$ cat config.mk
export PLATFORM = sky130hd
export DESIGN_NAME = three_wire_rtc_serial_master
export DESIGN_NICKNAME = d
export VERILOG_FILES = /design/src/rtl/trsm_pkg.sv /design/src/rtl/three_wire_rtc_serial_master.sv
export SDC_FILE = /design/constraint.sdc
export NUM_CORES = 1
export LEC_CHECK = 0
export BUFFER_PORTS_ARGS = -buffer_cell sky130_fd_sc_hd__buf_2
export CORE_MARGIN = 2
export CORE_UTILIZATION = 63
export CTS_BUF_LIST = sky130_fd_sc_hd__clkbuf_2 sky130_fd_sc_hd__clkbuf_4 sky130_fd_sc_hd__clkbuf_8
export DETAILED_ROUTE_END_ITERATION = 16
export GPL_TIMING_DRIVEN = 0
export PLACE_DENSITY = 0.88
export SKIP_LAST_GASP = 1
export SYNTH_ARGS = -nofsm -noshare
export SYNTH_HDL_FRONTEND = slang
export SYNTH_SLANG_ARGS = --single-unit
$ cat constraint.sdc
create_clock -name aclk -period 4.58 [get_ports aclk]
set_input_delay 0.916 -clock aclk [delete_from_list [all_inputs] [get_ports aclk]]
set_output_delay 0.916 -clock aclk [all_outputs]
set_load 0.01 [all_outputs]
$ cat src/rtl/trsm_pkg.sv
// package for the three-wire serial master
// beat payload types, op codes and fixed protocol constants; no dependencies
package trsm_pkg;

    typedef enum logic [1:0] {
        OP_WRITE = 2'd0,
        OP_READ  = 2'd1,
        OP_BURST = 2'd2,
        OP_NONE  = 2'd3
    } op_t;

    localparam logic [7:0] BURST_CMD   = 8'hBF;
    localparam logic [2:0] WEEKDAY_IDX = 3'd5;

    typedef struct packed {
        logic       start_req;
        logic [1:0] op;
        logic [7:0] reg_addr;
        logic [7:0] write_data;
        logic       dat_in;
    } in_t;

    typedef struct packed {
        logic       ce_pin;
        logic       clk_pin;
        logic       dat_out;
        logic       dat_drive;
        logic       busy_res;
        logic       byte_valid;
        logic [7:0] byte_value;
        logic [2:0] byte_index;
        logic       last_byte;
    } out_t;

endpackage

$ cat src/rtl/three_wire_rtc_serial_master.sv
// three-wire serial link master (chip enable, clock, bidirectional data)
// one input beat is one half-bit tick; depends on trsm_pkg
//
//   channel | ports                    | payload
//   --------+--------------------------+---------------------------
//   input   | s_valid, s_ready, s_data | trsm_pkg::in_t, one tick
//   result  | m_valid, m_ready, m_data | trsm_pkg::out_t, one per tick
//
// for every tick, next state and pin levels come from the state
// registers and the tick in one pass, and land in the result register.
// a new tick is taken each cycle while the result register is empty or drained.
// reset (aresetn low, synchronous) returns the link to idle and empties the result.
// a stalled result holds s_ready low until it is taken.
module three_wire_rtc_serial_master #(
    parameter int BURST_BYTES = 7
) (
    input  logic           aclk,
    input  logic           aresetn,
    input  logic           s_valid,
    output logic           s_ready,
    input  trsm_pkg::in_t  s_data,
    output logic           m_valid,
    input  logic           m_ready,
    output trsm_pkg::out_t m_data
);
    import trsm_pkg::*;

    localparam logic [2:0] LAST_IDX = 3'(BURST_BYTES - 1);

    typedef enum logic [2:0] {
        PH_IDLE  = 3'd0,
        PH_ADDR  = 3'd1,
        PH_WDATA = 3'd2,
        PH_READ  = 3'd3,
        PH_DONE  = 3'd4
    } phase_t;

    phase_t     phase_reg, phase_next;
    logic       clock_half_reg, clock_half_next;
    logic [2:0] bit_count_reg, bit_count_next;
    logic [7:0] shift_reg, shift_next;
    logic [2:0] byte_count_reg, byte_count_next;
    logic [1:0] held_op_reg, held_op_next;
    logic [7:0] held_data_reg, held_data_next;
    logic       m_valid_reg;
    out_t       m_data_reg;
    out_t       res;
    logic       acc;
    logic [7:0] rx;
    logic [7:0] bcd_bin;
    logic       burst;
    logic       last;
    logic [7:0] load;

    assign s_ready = !m_valid_reg || m_ready;
    assign acc     = s_valid && s_ready;
    assign m_valid = m_valid_reg;
    assign m_data  = m_data_reg;

    assign rx      = shift_reg | (8'(s_data.dat_in) << bit_count_reg);
    assign bcd_bin = 8'({rx[7:4], 3'b000}) + 8'({rx[7:4], 1'b0}) + 8'(rx[3:0]);
    assign burst   = (held_op_reg == OP_BURST);
    assign last    = !burst || (byte_count_reg >= LAST_IDX);
    assign load    = (s_data.op == OP_BURST) ? BURST_CMD : s_data.reg_addr;

    always_comb begin
        phase_next      = phase_reg;
        clock_half_next = clock_half_reg;
        bit_count_next  = bit_count_reg;
        shift_next      = shift_reg;
        byte_count_next = byte_count_reg;
        held_op_next    = held_op_reg;
        held_data_next  = held_data_reg;
        res             = '0;
        case (phase_reg)
            PH_ADDR, PH_WDATA: begin
                res.ce_pin    = 1'b1;
                res.dat_out   = shift_reg[0];
                res.dat_drive = 1'b1;
                res.busy_res  = 1'b1;
                res.clk_pin   = clock_half_reg;
                if (!clock_half_reg) begin
                    clock_half_next = 1'b1;
                end else begin
                    clock_half_next = 1'b0;
                    shift_next      = {1'b0, shift_reg[7:1]};
                    if (bit_count_reg == 3'd7) begin
                        bit_count_next = '0;
                        if (phase_reg == PH_WDATA) begin
                            phase_next = PH_DONE;
                        end else if (held_op_reg == OP_WRITE) begin
                            phase_next = PH_WDATA;
                            shift_next = held_data_reg;
                        end else begin
                            phase_next      = PH_READ;
                            shift_next      = '0;
                            byte_count_next = '0;
                        end
                    end else begin
                        bit_count_next = bit_count_reg + 3'd1;
                    end
                end
            end
            PH_READ: begin
                res.ce_pin   = 1'b1;
                res.busy_res = 1'b1;
                if (!clock_half_reg) begin
                    clock_half_next = 1'b1;
                end else begin
                    res.clk_pin     = 1'b1;
                    clock_half_next = 1'b0;
                    if (bit_count_reg == 3'd7) begin
                        res.byte_valid = 1'b1;
                        res.byte_value = (burst && byte_count_reg != WEEKDAY_IDX) ?
                                         bcd_bin : rx;
                        res.byte_index = burst ? byte_count_reg : 3'd0;
                        res.last_byte  = last;
                        shift_next     = '0;
                        bit_count_next = '0;
                        if (last) begin
                            phase_next = PH_DONE;
                        end else begin
                            byte_count_next = byte_count_reg + 3'd1;
                        end
                    end else begin
                        shift_next     = rx;
                        bit_count_next = bit_count_reg + 3'd1;
                    end
                end
            end
            PH_DONE: begin
                res.busy_res    = 1'b1;
                clock_half_next = 1'b0;
                bit_count_next  = '0;
                phase_next      = PH_IDLE;
            end
            default: begin
                phase_next = PH_IDLE;
                if (s_data.start_req && s_data.op != OP_NONE) begin
                    held_op_next    = s_data.op;
                    held_data_next  = s_data.write_data;
                    shift_next      = load;
                    bit_count_next  = '0;
                    byte_count_next = '0;
                    clock_half_next = 1'b1;
                    phase_next      = PH_ADDR;
                    res.ce_pin      = 1'b1;
                    res.dat_out     = load[0];
                    res.dat_drive   = 1'b1;
                    res.busy_res    = 1'b1;
                end
            end
        endcase
    end

    always_ff @(posedge aclk) begin
        if (!aresetn) begin
            phase_reg      <= PH_IDLE;
            clock_half_reg <= 1'b0;
            bit_count_reg  <= '0;
            shift_reg      <= '0;
            byte_count_reg <= '0;
            held_op_reg    <= '0;
            held_data_reg  <= '0;
            m_valid_reg    <= 1'b0;
        end else begin
            if (acc) begin
                phase_reg      <= phase_next;
                clock_half_reg <= clock_half_next;
                bit_count_reg  <= bit_count_next;
                shift_reg      <= shift_next;
                byte_count_reg <= byte_count_next;
                held_op_reg    <= held_op_next;
                held_data_reg  <= held_data_next;
                m_valid_reg    <= 1'b1;
            end else if (m_ready) begin
                m_valid_reg <= 1'b0;
            end
        end
    end

    always_ff @(posedge aclk) begin
        if (acc) begin
            m_data_reg <= res;
        end
    end

    // received byte only inside an active transaction
    assert property (@(posedge aclk) disable iff (!aresetn)
        m_valid && m_data.byte_valid |-> m_data.ce_pin && m_data.clk_pin && !m_data.dat_drive)
        else $error("byte beat outside active receive");

    // master drives data only with chip enable high
    assert property (@(posedge aclk) disable iff (!aresetn)
        m_valid && m_data.dat_drive |-> m_data.ce_pin && m_data.busy_res)
        else $error("data driven without chip enable");

    // closing tick returns to idle
    assert property (@(posedge aclk) disable iff (!aresetn)
        acc && phase_reg == PH_DONE |=> phase_reg == PH_IDLE && !clock_half_reg)
        else $error("closing tick did not return to idle");

    // a stalled result blocks the input side
    assert property (@(posedge aclk) disable iff (!aresetn)
        m_valid && !m_ready |-> !s_ready)
        else $error("input taken while result stalled");

endmodule
# Word-level counts from Yosys, hierarchy flattened
# Cells that the tools add are included.
# W data, S select, Z words.
# classes
n_eq_ne,18
order_cmp,1
n_shift,1
n_addsub,4
bitwise,3
n_mux,44
n_reduce_logical,24
# ops
cell,count
$mux W8,9
$mux W3,18
$pmux W8 S3,1
$ne A2 B2 Y1 const B,9
$pmux W3 S3,2
$mux W13,1
$reduce_and A10 Y1,1
$reduce_and A3 Y1,3
$add A7 B5 Y8,1
$add A8 B4 Y8,1
$mux W1,8
$or A8 B8 Y8,1
$shl A1 B3 Y8,1
$add A3 B1 Y3 const B,2
$eq A3 B2 Y1 const B,2
$eq A3 B3 Y1 const B,2
$pmux W1 S2,3
$pmux W3 S2,1
$reduce_and A6 Y1,1
$reduce_bool A3 Y1,2
$reduce_and A5 Y1,1
$eq A2 B2 Y1 const B,2
$pmux W2 S2,1
$reduce_and A2 Y1,2
other kinds (14),20
# word_totals
inputBits,24
out_inout_bits,20
regBits,47
wordCells,112

# Logic depth before layout (Yosys ltp)
# Gate-level depths: netlist (run 1).
# logic_depth
word_depth,7
depth_mapped,12
depth_no_buf,12

# Worst setup path after synthesis (run 1)
# No wires, ideal clock.
# synth_timing
path_type,input -> register
from,in s_data[0] in the netlist's numbering
to,reg m_data_reg (netlist bit m_data[10]) (data pin)
t_arrival_ns,2.853
path_buffers,0
setup_ns,0.169
setup_slack_ns,1.558
required_time_ns,4.411
path_stages,9
path_cell_list,nor2b_1 a31oi_1 fa_1 fa_1 inv_1 a21o_1 a21oi_1 xnor2_1 a211oi_1
# synth_via
elab_chain_cells,5
# synth_lines
element,line_no,rtl
start: declaration,three_wire_rtc_serial_master.sv:21,"input trsm_pkg::in_t s_data,"
$shl A1 B3 Y8 *,three_wire_rtc_serial_master.sv:60,assign rx = shift_reg | (8'(s_data.dat_in) << bit_count_reg);
$or A8 B8 Y8 *,three_wire_rtc_serial_master.sv:60,
$add A7 B5 Y8,three_wire_rtc_serial_master.sv:61,"assign bcd_bin = 8'({rx[7:4], 3'b000}) + 8'({rx[7:4], 1'b0}) + 8'(rx[3:0]);"
$add A8 B4 Y8,three_wire_rtc_serial_master.sv:61,
$mux W8 *,three_wire_rtc_serial_master.sv:114,res.byte_value = (burst && byte_count_reg != WEEKDAY_IDX) ?
end signal: assignment,three_wire_rtc_serial_master.sv:184,m_data_reg <= res;
end: declaration,three_wire_rtc_serial_master.sv:46,out_t m_data_reg;
# Mark *: on every way between the ends. The rest lies on a longest branch, timed or not.
# A chain may end at the register's enable or synchronous reset.

# Worst setup path after layout (run 1)
# Ends and elaborated chain as after synthesis.

==> results of run 1 <==
## power groups by stage
stage                     Sequential [W]  Clock [W]  Combinational (W)
final                           0.000468   0.000252           0.000157
after global routing            0.000470   0.000271           0.000174
after CTS                       0.000468   0.000254           0.000156
after detailed placement        0.000478          0           0.000156
after global placement          0.000477          0           0.000149
after floorplan                 0.000479          0           0.000104
## worst paths after layout
path,cells after the start,end,slack (ns)
min reg2reg,2,shift_reg[0]$_SDFFE_PN0P_,0.50
max,10,m_data[10]$_SDFFCE_PN0P_,1.38
max reg2reg,9,m_data[10]$_SDFFCE_PN0P_,1.67
min,2,shift_reg[0]$_SDFFE_PN0P_,0.50
## tightest hold or removal path, delay by kind of cell, from the launching register on
| kind | cells | cell delay (ns) |
|---|---|---|
| compound gates | 1 | 0.07 |
| flops | 1 | 0.33 |
| simple gates | 1 | 0.06 |
## routing by layer
layer | up-vias | part of all wire | wire (um)
li1 | 1161 | - | -
met1 | 1126 | 0.43 | 2720
met2 | 109 | 0.48 | 3090
met3 | 21 | 0.062 | 399
met4 | 0 | 0.028 | 180
met5 | - | 0 | 0
## layout make-up
class,count,area (sq um),share of cell area
clock inverter,1,5.00,0.00160
multi-input combinational,212,1480,0.474
tap,52,65.1,0.0208
buffer,13,75.1,0.0240
timing repair buffer,43,215,0.0688
sequential,47,1120,0.359
inverter,21,78.8,0.0252
clock buffer,7,83.8,0.0268
## layout by cell type (no fill, tap or decap), drive strengths merged, types with 4 or more instances in the layout
cell type,instances
o211ai,5
nand3,4
clkbuf,13
and3,6
a21oi,18
nand2,25
nor2b,16
mux2i,16
nor2,20
ha,12
nor3,6
o21ai,17
dfxtp,29
edfxtp,18
o22ai,7
and2,4
inv,21
buf,50
## per-stage QoR
stage | util | cells | hold slack, ns | power, W
floorplan | - | 293 | 0.455 | 0.000583
global placement | 0.707 | 388 | 0.472 | 0.000626
detailed placement | 0.707 | 388 | 0.483 | 0.000633
CTS | 0.728 | 396 | 0.496 | 0.000878
global route | 0.728 | 396 | 0.514 | 0.000916
finish | 0.728 | 396 | 0.500 | 0.000877
## cell families (layout without fill, tap and decap cells)
family                   count (synthesis)  in the layout  share of synthesized area
XOR/XNOR                                 5              5                     0.0159
flip-flops                              47             47                      0.407
AO/OA/AOI/OAI                           77             77                      0.199
buffers and inverters                   34             85                     0.0558
AND/OR/NAND/NOR                        100            100                      0.196
adder cells (fa/ha/maj)                 14             14                     0.0690
multiplexers                            16             16                     0.0581
==> qor.yml, run 1 <==
global_route:
  grt_max_degree: 20
  grtUsageMet1: 0.358
  antenna_found_initial: 0
  overflow: 0
  grt_pass1_vias: 2388
  grt_pass1_wl_mm: 11.0
  grtUsageMet2: 0.473
  track_usage: 0.279
  met3_usage: 0.0519
  grt_most_used_layer: "met2"
min_path:
  worstHoldPathType: "flop to flop"
  worstHoldStart: "shift_reg[0]$_SDFFE_PN0P_"
clocking:
  hold_buffers: 0
  numClockSinks: 47
  cts_tree: "built"
  post_cts_buffers: 0
  path_clk_slew_ns: 0.09
  clk_latency_ns: 0.30
  cts-buffers-inserted: 5
  htreeDepth: 2
  clk_path_buf_depth: 2
  ctsResizeCount: 0
  cts_root_buf: "clkbuf_8"
layout:
  largest_reg_flops: 18
  drive_above_1_share: 0.218
  final_nets: 381
  antenna_cells: 0
  stdcell_area_sq_um: 3130
  n_fill_cell: 342
  area_growth_pct: 13.4
synth:
  synth_cell_types: 64
  yosysTopAreaCell: "dfxtp_1"
  synth_top_area_frac: 0.211
  synth_edf_count: 18
  syn_avg_cell_area_sq_um: 9.41
  yosys_warnings: 0
  seq_area_frac_synth: 0.407
  synth_nets: 331
  syn_area_sq_um: 2760
  synthMostInstantiatedCell: "dfxtp_1"
  synth.top_cells.by_count: "dfxtp_1 (29), nand2_1 (24), inv_1 (21)"
  synth-seq-cells: 47
  synthArstFlopShare: 0
  syn-instance-count: 293
  ys.flop_type: "dfxtp_1"
  synthTopCellsByArea: "dfxtp_1 (21%), edfxtp_1 (20%), mux2i_1 (5.8%)"
placed_design:
  pre_cts_ws_ns: 1.10
  place_congestion: 0.890
  io_buffers: 43
  dpl_cell_area_sq_um: 3040
  hpwl_mm: 4.98
sta:
  rsz0062_at_grt: "false"
  fmax_mhz: 313
  fin_skew_ns: 0.00862
  finalMaxSlewViolations: 0
  finalSetupTns_ns: 0
  slew_headroom: 0.497
  min_period_ns: 3.20
  post-route-period-util: 0.698
  setup_viol: 0
  timing.final.ws_setup_ns: 1.38
  worst_pin_slew_ns: 0.753
  finalHoldViolations: 0
detailed_routing:
  drtIter0Drc: 259
  post-route-drc-count: 0
  antenna_left: 0
  wl_mm: 6.39
  num_vias: 2417
  viasPerCell: 6.10
  firstDrtPassIters: 5
  drt-wirelength-per-cell_um: 16.1
critical_path:
  critPathKind: "input pin to flop"
  crit_path_start_kind: "input pin"
  cp_max_fo: 6
  critPathTopFamily: "adder cells"
  cp_common_cell: "fa_1"
  r2r-start: "bit_count_reg[2]$_SDFFE_PN0P_"
  crit_required_ns: 4.69
  crit_path_max_incr_delay_ns: 0.54
  crit_arrival_ns: 3.31
  path_buf_inv: 2
  path_cells: "buf_2, nor2b_1, a31oi_1, fa_1, fa_1, inv_1, a21o_1, a21oi_1, xnor2_1, a211oi_1"
  cp-startpoint: "s_data[0]"
  cp_slowest_cell: "fa_1"
  crit_path_end_kind: "flop"
die:
  die_h_um: 70.2
  row_count: 24
  ios: 44
  core_area_sq_um: 4290
  start_util: 0.642
  fp.dieW_um: 70.2
  die_area_sq_um: 4920
power:
  seq_power_share: 0.534
  leakagePower_nw: 1.42
  p_sw_w: 0.000238
  power_density_nw_per_um2: 281
  switching_share: 0.271
  p_int_w: 0.000639
  share_comb_of_total_power: 0.179
  peakVddDrop_uv: 192
  pwr-share-clk: 0.287
job:
  maxCapViolCount: 0
outcome:
  status: "completed"
Power figures use the tool's default switching activity.
==> run 2, diff against run 1 <==
--- a/config.mk
+++ b/config.mk
@@ -7,11 +7,11 @@
 export LEC_CHECK = 0
 export BUFFER_PORTS_ARGS = -buffer_cell sky130_fd_sc_hd__buf_2
 export CORE_MARGIN = 2
-export CORE_UTILIZATION = 63
+export CORE_UTILIZATION = 53
 export CTS_BUF_LIST = sky130_fd_sc_hd__clkbuf_2 sky130_fd_sc_hd__clkbuf_4 sky130_fd_sc_hd__clkbuf_8
 export DETAILED_ROUTE_END_ITERATION = 16
 export GPL_TIMING_DRIVEN = 0
-export PLACE_DENSITY = 0.88
+export PLACE_DENSITY = 0.78
 export SKIP_LAST_GASP = 1
 export SYNTH_ARGS = -nofsm -noshare
 export SYNTH_HDL_FRONTEND = slang
==> constraint.sdc (replaced) <==
create_clock -name aclk -period 2.9 [get_ports aclk]
set_input_delay 0.58 -clock aclk [delete_from_list [all_inputs] [get_ports aclk]]
set_output_delay 0.58 -clock aclk [all_outputs]
set_load 0.01 [all_outputs]
==> qor.yml, run 2 (same netlist as run 1, synthesis figures left out) <==
outcome:
  status: "completed"
sta:
  post-route-period-util: 0.938
  fmax_mhz: 368
  rsz0062_at_grt: "true"
  fin_skew_ns: 0.00809  # -0.000534 ns
  min_period_ns: 2.72
  setup_viol: 0  # unchanged
  finalMaxSlewViolations: 0  # unchanged
  slew_headroom: 0.542  # +0.0447
  worst_pin_slew_ns: 0.686  # -0.0670 ns
  finalHoldViolations: 0  # unchanged
placed_design:
  hpwl_mm: 4.71  # -5.4%
  place_congestion: 0.871  # -2.1%
  io_buffers: 43  # unchanged
global_route:
  grt_pass1_wl_mm: 10.7  # -3.1%
  grt_pass1_vias: 2266  # -5.1%
  met3_usage: 0.0474  # -0.00455
  grtUsageMet2: 0.382  # -0.0909
  grt_most_used_layer: "met2"
  antenna_found_initial: 0  # unchanged
  overflow: 0  # unchanged
  grtUsageMet1: 0.298  # -0.0597
  track_usage: 0.230  # -0.0487
  grt_max_degree: 20  # unchanged
clocking:
  path_clk_slew_ns: 0.09  # about the same
  cts_root_buf: "clkbuf_8"
  cts-buffers-inserted: 5  # unchanged
  cts_tree: "built"
  clk_latency_ns: 0.30  # about the same
  htreeDepth: 2  # unchanged
  post_cts_buffers: 0  # unchanged
  clk_path_buf_depth: 2  # unchanged
  numClockSinks: 47  # unchanged
critical_path:
  crit_required_ns: 3.02  # -1.67 ns
  cp_max_fo: 6  # unchanged
  crit_path_start_kind: "input pin"
  critPathKind: "input pin to flop"
  crit_path_end_kind: "flop"
  crit_arrival_ns: 2.84  # -0.47 ns
layout:
  final_nets: 381  # unchanged
  area_growth_pct: 16.7
  drive_above_1_share: 0.238  # +0.0203
  n_fill_cell: 445  # +30%
  largest_reg_flops: 18  # unchanged
  antenna_cells: 0  # unchanged
  finalCoreUtilization: 0.634  # -0.0938
  mostFrequentLayoutCell: "buf_2"
  mostFrequentLayoutCells: "buf_2 (46), dfxtp_1 (26), nand2_1 (24), inv_1 (21), nor2_1 (19)"
die:
  row_count: 26  # +8.3%
  fp.dieW_um: 76.1  # +8.5%
  die_area_sq_um: 5800  # +18%
  die_h_um: 76.1  # +8.5%
  ios: 44  # unchanged
  core_area_sq_um: 5070  # +18%
  start_util: 0.543  # -0.0988
power:
  totalPowerFinal_w: 0.00155  # +77%
  power_density_nw_per_um2: 483  # +72%
  peakVddDrop_uv: 291  # +52%
  leakagePower_nw: 1.44  # +1.4%
detailed_routing:
  viasPerCell: 5.57  # -8.8%
  drtIter0Drc: 168  # -35%
  drt-wirelength-per-cell_um: 15.2  # -5.5%
  wl_mm: 6.31  # -1.3%
  firstDrtPassIters: 4  # -1
  num_vias: 2304  # -4.7%
  antenna_left: 0  # unchanged
  post-route-drc-count: 0  # unchanged
min_path:
  worstHoldPathType: "flop to flop"
job:
  maxCapViolCount: 0  # unchanged
-- run 2: routing by layer --
layer,vias to the layer above,routed length [um]
li1,1157,-
met1,1051,2830
met2,86,2990
met3,10,386
met4,0,111
met5,-,0
-- run 2: worst paths after layout --
kind / from / end / slack [ns] / depth (start not counted)
max: s_data[0] / m_data[10]$_SDFFCE_PN0P_ / 0.18 / 10
min: shift_reg[0]$_SDFFE_PN0P_ / shift_reg[0]$_SDFFE_PN0P_ / 0.51 / 2
max reg2reg: bit_count_reg[1]$_SDFFE_PN0P_ / m_data[9]$_SDFFCE_PN0P_ / 0.22 / 11
min reg2reg: shift_reg[0]$_SDFFE_PN0P_ / shift_reg[0]$_SDFFE_PN0P_ / 0.51 / 2
-- run 2: repair_timing --
action	4_1_cts	5_1_grt
hold buffers	0	0
gates resized for setup	0	7
endpoints found under the setup margin	0	4
-- run 2: where the power goes --
group / leakage (nW) / switching, W / internal (W)
clock: 0.0644 / 0.000224 / 0.000344
sequential: 0.418 / 0.0000209 / 0.000718
combinational: 0.953 / 0.000144 / 0.000104
total: 1.44 / 0.000388 / 0.00117
-- run 2: worst max-delay path, stage by stage --
cell      delay [ns]
buf_2           0.14
nor2b_2         0.18
a31oi_2         0.33
fa_1            0.52
fa_1            0.48
inv_1           0.07
a21o_1          0.11
a21oi_1         0.07
xnor2_1         0.13
a211oi_1        0.23
-- run 2: area by class of cell --
class	count	area (sq um)	share of cell area
buffer	13	75.1	0.0233
timing repair buffer	43	215	0.0668
inverter	21	78.8	0.0245
clock buffer	5	68.8	0.0214
multi-input combinational	212	1500	0.466
clock inverter	3	67.6	0.0210
sequential	47	1120	0.349
tap	70	87.6	0.0272
-- run 2: stage by stage --
| stage | instance area [sq um] | worst slack [ns] | hold slack [ns] | setup TNS (ns) | instances |
|---|---|---|---|---|---|
| 6_report | 3220 | 0.181 | 0.506 | 0 | 414 |
| 4_1_cts | 3200 | 0.0529 | 0.497 | 0 | 414 |
| 3_3_place_gp | 3060 | -0.214 | 0.479 | -0.716 | 406 |
| 2_1_floorplan | 2760 | 0.214 | 0.455 | 0 | 293 |
| 3_5_place_dp | 3060 | -0.210 | 0.481 | -0.693 | 406 |
| 5_1_grt | 3220 | -0.00275 | 0.534 | -0.00275 | 414 |
==> run 3, diff against run 2 <==
--- a/config.mk
+++ b/config.mk
@@ -7,11 +7,10 @@
 export LEC_CHECK = 0
 export BUFFER_PORTS_ARGS = -buffer_cell sky130_fd_sc_hd__buf_2
 export CORE_MARGIN = 2
-export CORE_UTILIZATION = 53
+export CORE_UTILIZATION = 35
 export CTS_BUF_LIST = sky130_fd_sc_hd__clkbuf_2 sky130_fd_sc_hd__clkbuf_4 sky130_fd_sc_hd__clkbuf_8
 export DETAILED_ROUTE_END_ITERATION = 16
 export GPL_TIMING_DRIVEN = 0
-export PLACE_DENSITY = 0.78
 export SKIP_LAST_GASP = 1
 export SYNTH_ARGS = -nofsm -noshare
 export SYNTH_HDL_FRONTEND = slang
==> qor.yml, run 3 (same netlist as run 1, synthesis figures left out) <==
outcome:
  status: "completed"
layout:
  largest_reg_flops: 18  # unchanged
  antenna_cells: 0  # unchanged
  mostFrequentLayoutCells: "buf_2 (46), dfxtp_1 (26), nand2_1 (24), inv_1 (21), nor2_1 (19)"
  final_nets: 381  # unchanged
  mostFrequentLayoutCell: "buf_2"
  stdcell_area_sq_um: 3220  # about the same
  n_fill_cell: 809  # +82%
  area_growth_pct: 16.8  # about the same
  drive_above_1_share: 0.241  # +0.00291
  finalCoreUtilization: 0.419  # -0.215
critical_path:
  cp.depth: 11  # +1
  critPathCapture: "m_data[11]$_SDFFCE_PN0P_"
  path_buf_inv: 2  # unchanged
  r2r_setup_slack_ns: 0.14  # -0.08 ns
  crit_path_max_incr_delay_ns: 0.54  # +0.02 ns
  r2r-end: "m_data[11]$_SDFFCE_PN0P_"
  r2r-start: "bit_count_reg[1]$_SDFFE_PN0P_"
  crit_required_ns: 2.94  # -0.08 ns
  cp_slowest_cell: "fa_1"
  r2r_cells: 11  # unchanged
  path_cells: "nor2b_1, a31o_2, inv_1, fa_1, inv_1, ha_1, a21o_1, a21oi_1, nor2b_1, nor3_1, nor3_1"
  crit_path_start_kind: "flop"
  crit_path_end_kind: "flop"
  critPathTopFamily: "adder cells"
  cp-startpoint: "bit_count_reg[1]$_SDFFE_PN0P_"
  critPathKind: "flop to flop"
  cp_max_fo: 8  # +2
  crit_arrival_ns: 2.80  # -0.04 ns
detailed_routing:
  antenna_left: 0  # unchanged
  drtIter0Drc: 102  # -39%
  firstDrtPassIters: 4  # unchanged
  wl_mm: 6.62  # +4.9%
  num_vias: 2268  # -1.6%
  viasPerCell: 5.09  # -8.6%
  post-route-drc-count: 0  # unchanged
  drt-wirelength-per-cell_um: 14.8  # -2.6%
die:
  die_area_sq_um: 8610  # +48%
  core_area_sq_um: 7690  # +51%
  die_h_um: 92.8  # +22%
  ios: 44  # unchanged
  start_util: 0.359  # -0.185
  row_count: 32  # +23%
  fp.dieW_um: 92.8  # +22%
power:
  power_density_nw_per_um2: 436  # -9.6%
  leakagePower_nw: 1.42  # -1.0%
  peakVddDrop_uv: 192  # -34%
global_route:
  grt_pass1_wl_mm: 10.8  # +1.1%
  overflow: 0  # unchanged
  antenna_found_initial: 0  # unchanged
  track_usage: 0.158  # -0.0720
  grt_pass1_vias: 2232  # -1.5%
  grt_max_degree: 20  # unchanged
job:
  maxCapViolCount: 0  # unchanged
clocking:
  clk_path_buf_depth: 2  # unchanged
  clk_latency_ns: 0.30  # about the same
  htreeDepth: 2  # unchanged
  cts_root_buf: "clkbuf_8"
  numClockSinks: 47  # unchanged
  cts-buffers-inserted: 5  # unchanged
  path_clk_slew_ns: 0.09  # about the same
  cts_tree: "built"
  post_cts_buffers: 0  # unchanged
sta:
  min_period_ns: 2.76  # +0.0385 ns
  timing.final.ws_setup_ns: 0.142  # -0.0385 ns
  finalMaxSlewViolations: 0  # unchanged
  post-route-period-util: 0.951  # +0.0133
  finalHoldViolations: 0  # unchanged
  fmax_mhz: 363  # -1.4%
  fin_skew_ns: 0.00619  # -0.00190 ns
  slew_headroom: 0.515  # -0.0275
  worst_pin_slew_ns: 0.727  # +0.0412 ns
  whs_ns: 0.500  # -0.00600 ns
  rsz0062_at_grt: "false"
  setup_viol: 0  # unchanged
placed_design:
  pre_cts_ws_ns: -0.157  # +0.0528 ns
  place_congestion: 0.876  # +0.54%
  hpwl_mm: 5.10  # +8.2%
  dpl_cell_area_sq_um: 3100  # +1.3%
  io_buffers: 43  # unchanged
min_path:
  worstHoldPathType: "flop to flop"
==> run 3: changes by cell type in the layout (fill, tap and decap cells not counted), sizes merged <==
cell,previous run,this run
bufinv,2,0
clkbuf,11,14
clkinvlp,1,0
==> run 3: worst min path at each step <==
stage	slack, ns	startpoint	depth (start not counted)	endpoint
after global placement	0.48	shift_reg[0]$_SDFFE_PN0P_	2	shift_reg[0]$_SDFFE_PN0P_
after detailed placement	0.48	shift_reg[0]$_SDFFE_PN0P_	2	shift_reg[0]$_SDFFE_PN0P_
after global routing	0.52	shift_reg[0]$_SDFFE_PN0P_	2	shift_reg[0]$_SDFFE_PN0P_
after CTS	0.50	shift_reg[0]$_SDFFE_PN0P_	2	shift_reg[0]$_SDFFE_PN0P_
final	0.50	shift_reg[0]$_SDFFE_PN0P_	2	shift_reg[0]$_SDFFE_PN0P_
after floorplan	0.45	shift_reg[7]$_SDFFE_PN0P_	2	shift_reg[7]$_SDFFE_PN0P_
==> run 3: what timing repair did <==
item	CTS	global route
hold buffers	0	0
gates resized for setup	0	8
setup endpoints to repair	0	3
==> run 3: through the flow <==
step           power [W]  TNS, ns  cells
2_1_floorplan   0.000921        0    293
3_3_place_gp    0.000996   -0.453    438
3_5_place_dp     0.00100   -0.443    438
4_1_cts          0.00141        0    446
5_1_grt          0.00147        0    446
6_report         0.00141        0    446
==> run 3: cell type report <==
type	count	area [sq um]	area share
flip-flops and latches	47	1120	0.349
repair buffers	43	215	0.0668
plain buffers	13	75.1	0.0233
multi-input cells	212	1510	0.468
inverters	21	78.8	0.0245
well taps	102	128	0.0396
clock buffers	8	91.3	0.0283
==> run 3: layer usage <==
| metal | up-vias | GRT usage | routed length (um) | part of all wire |
|---|---|---|---|---|
| met2 | 43 | 0.275 | 3220 | 0.49 |
| met1 | 1068 | 0.200 | 3100 | 0.47 |
| li1 | 1152 | - | - | - |
| met3 | 5 | 0.0309 | 225 | 0.034 |
| met4 | 0 | 0.0441 | 75 | 0.011 |
| met5 | - | 0 | 0 | 0 |
==> run 3: report_power, final <==
| group | total [W] | internal [W] | switching [W] | leakage [nW] |
|---|---|---|---|---|
| Sequential | 0.000740 | 0.000718 | 0.0000215 | 0.418 |
| Clock | 0.000417 | 0.000200 | 0.000217 | 0.0498 |
| Combinational | 0.000249 | 0.000104 | 0.000145 | 0.953 |
==> run 3: tightest hold or removal path, cell delays in order (launching register included) <==
cell and delay (ns):
dfxtp_1 0.33, nand2_1 0.06, o22ai_1 0.06
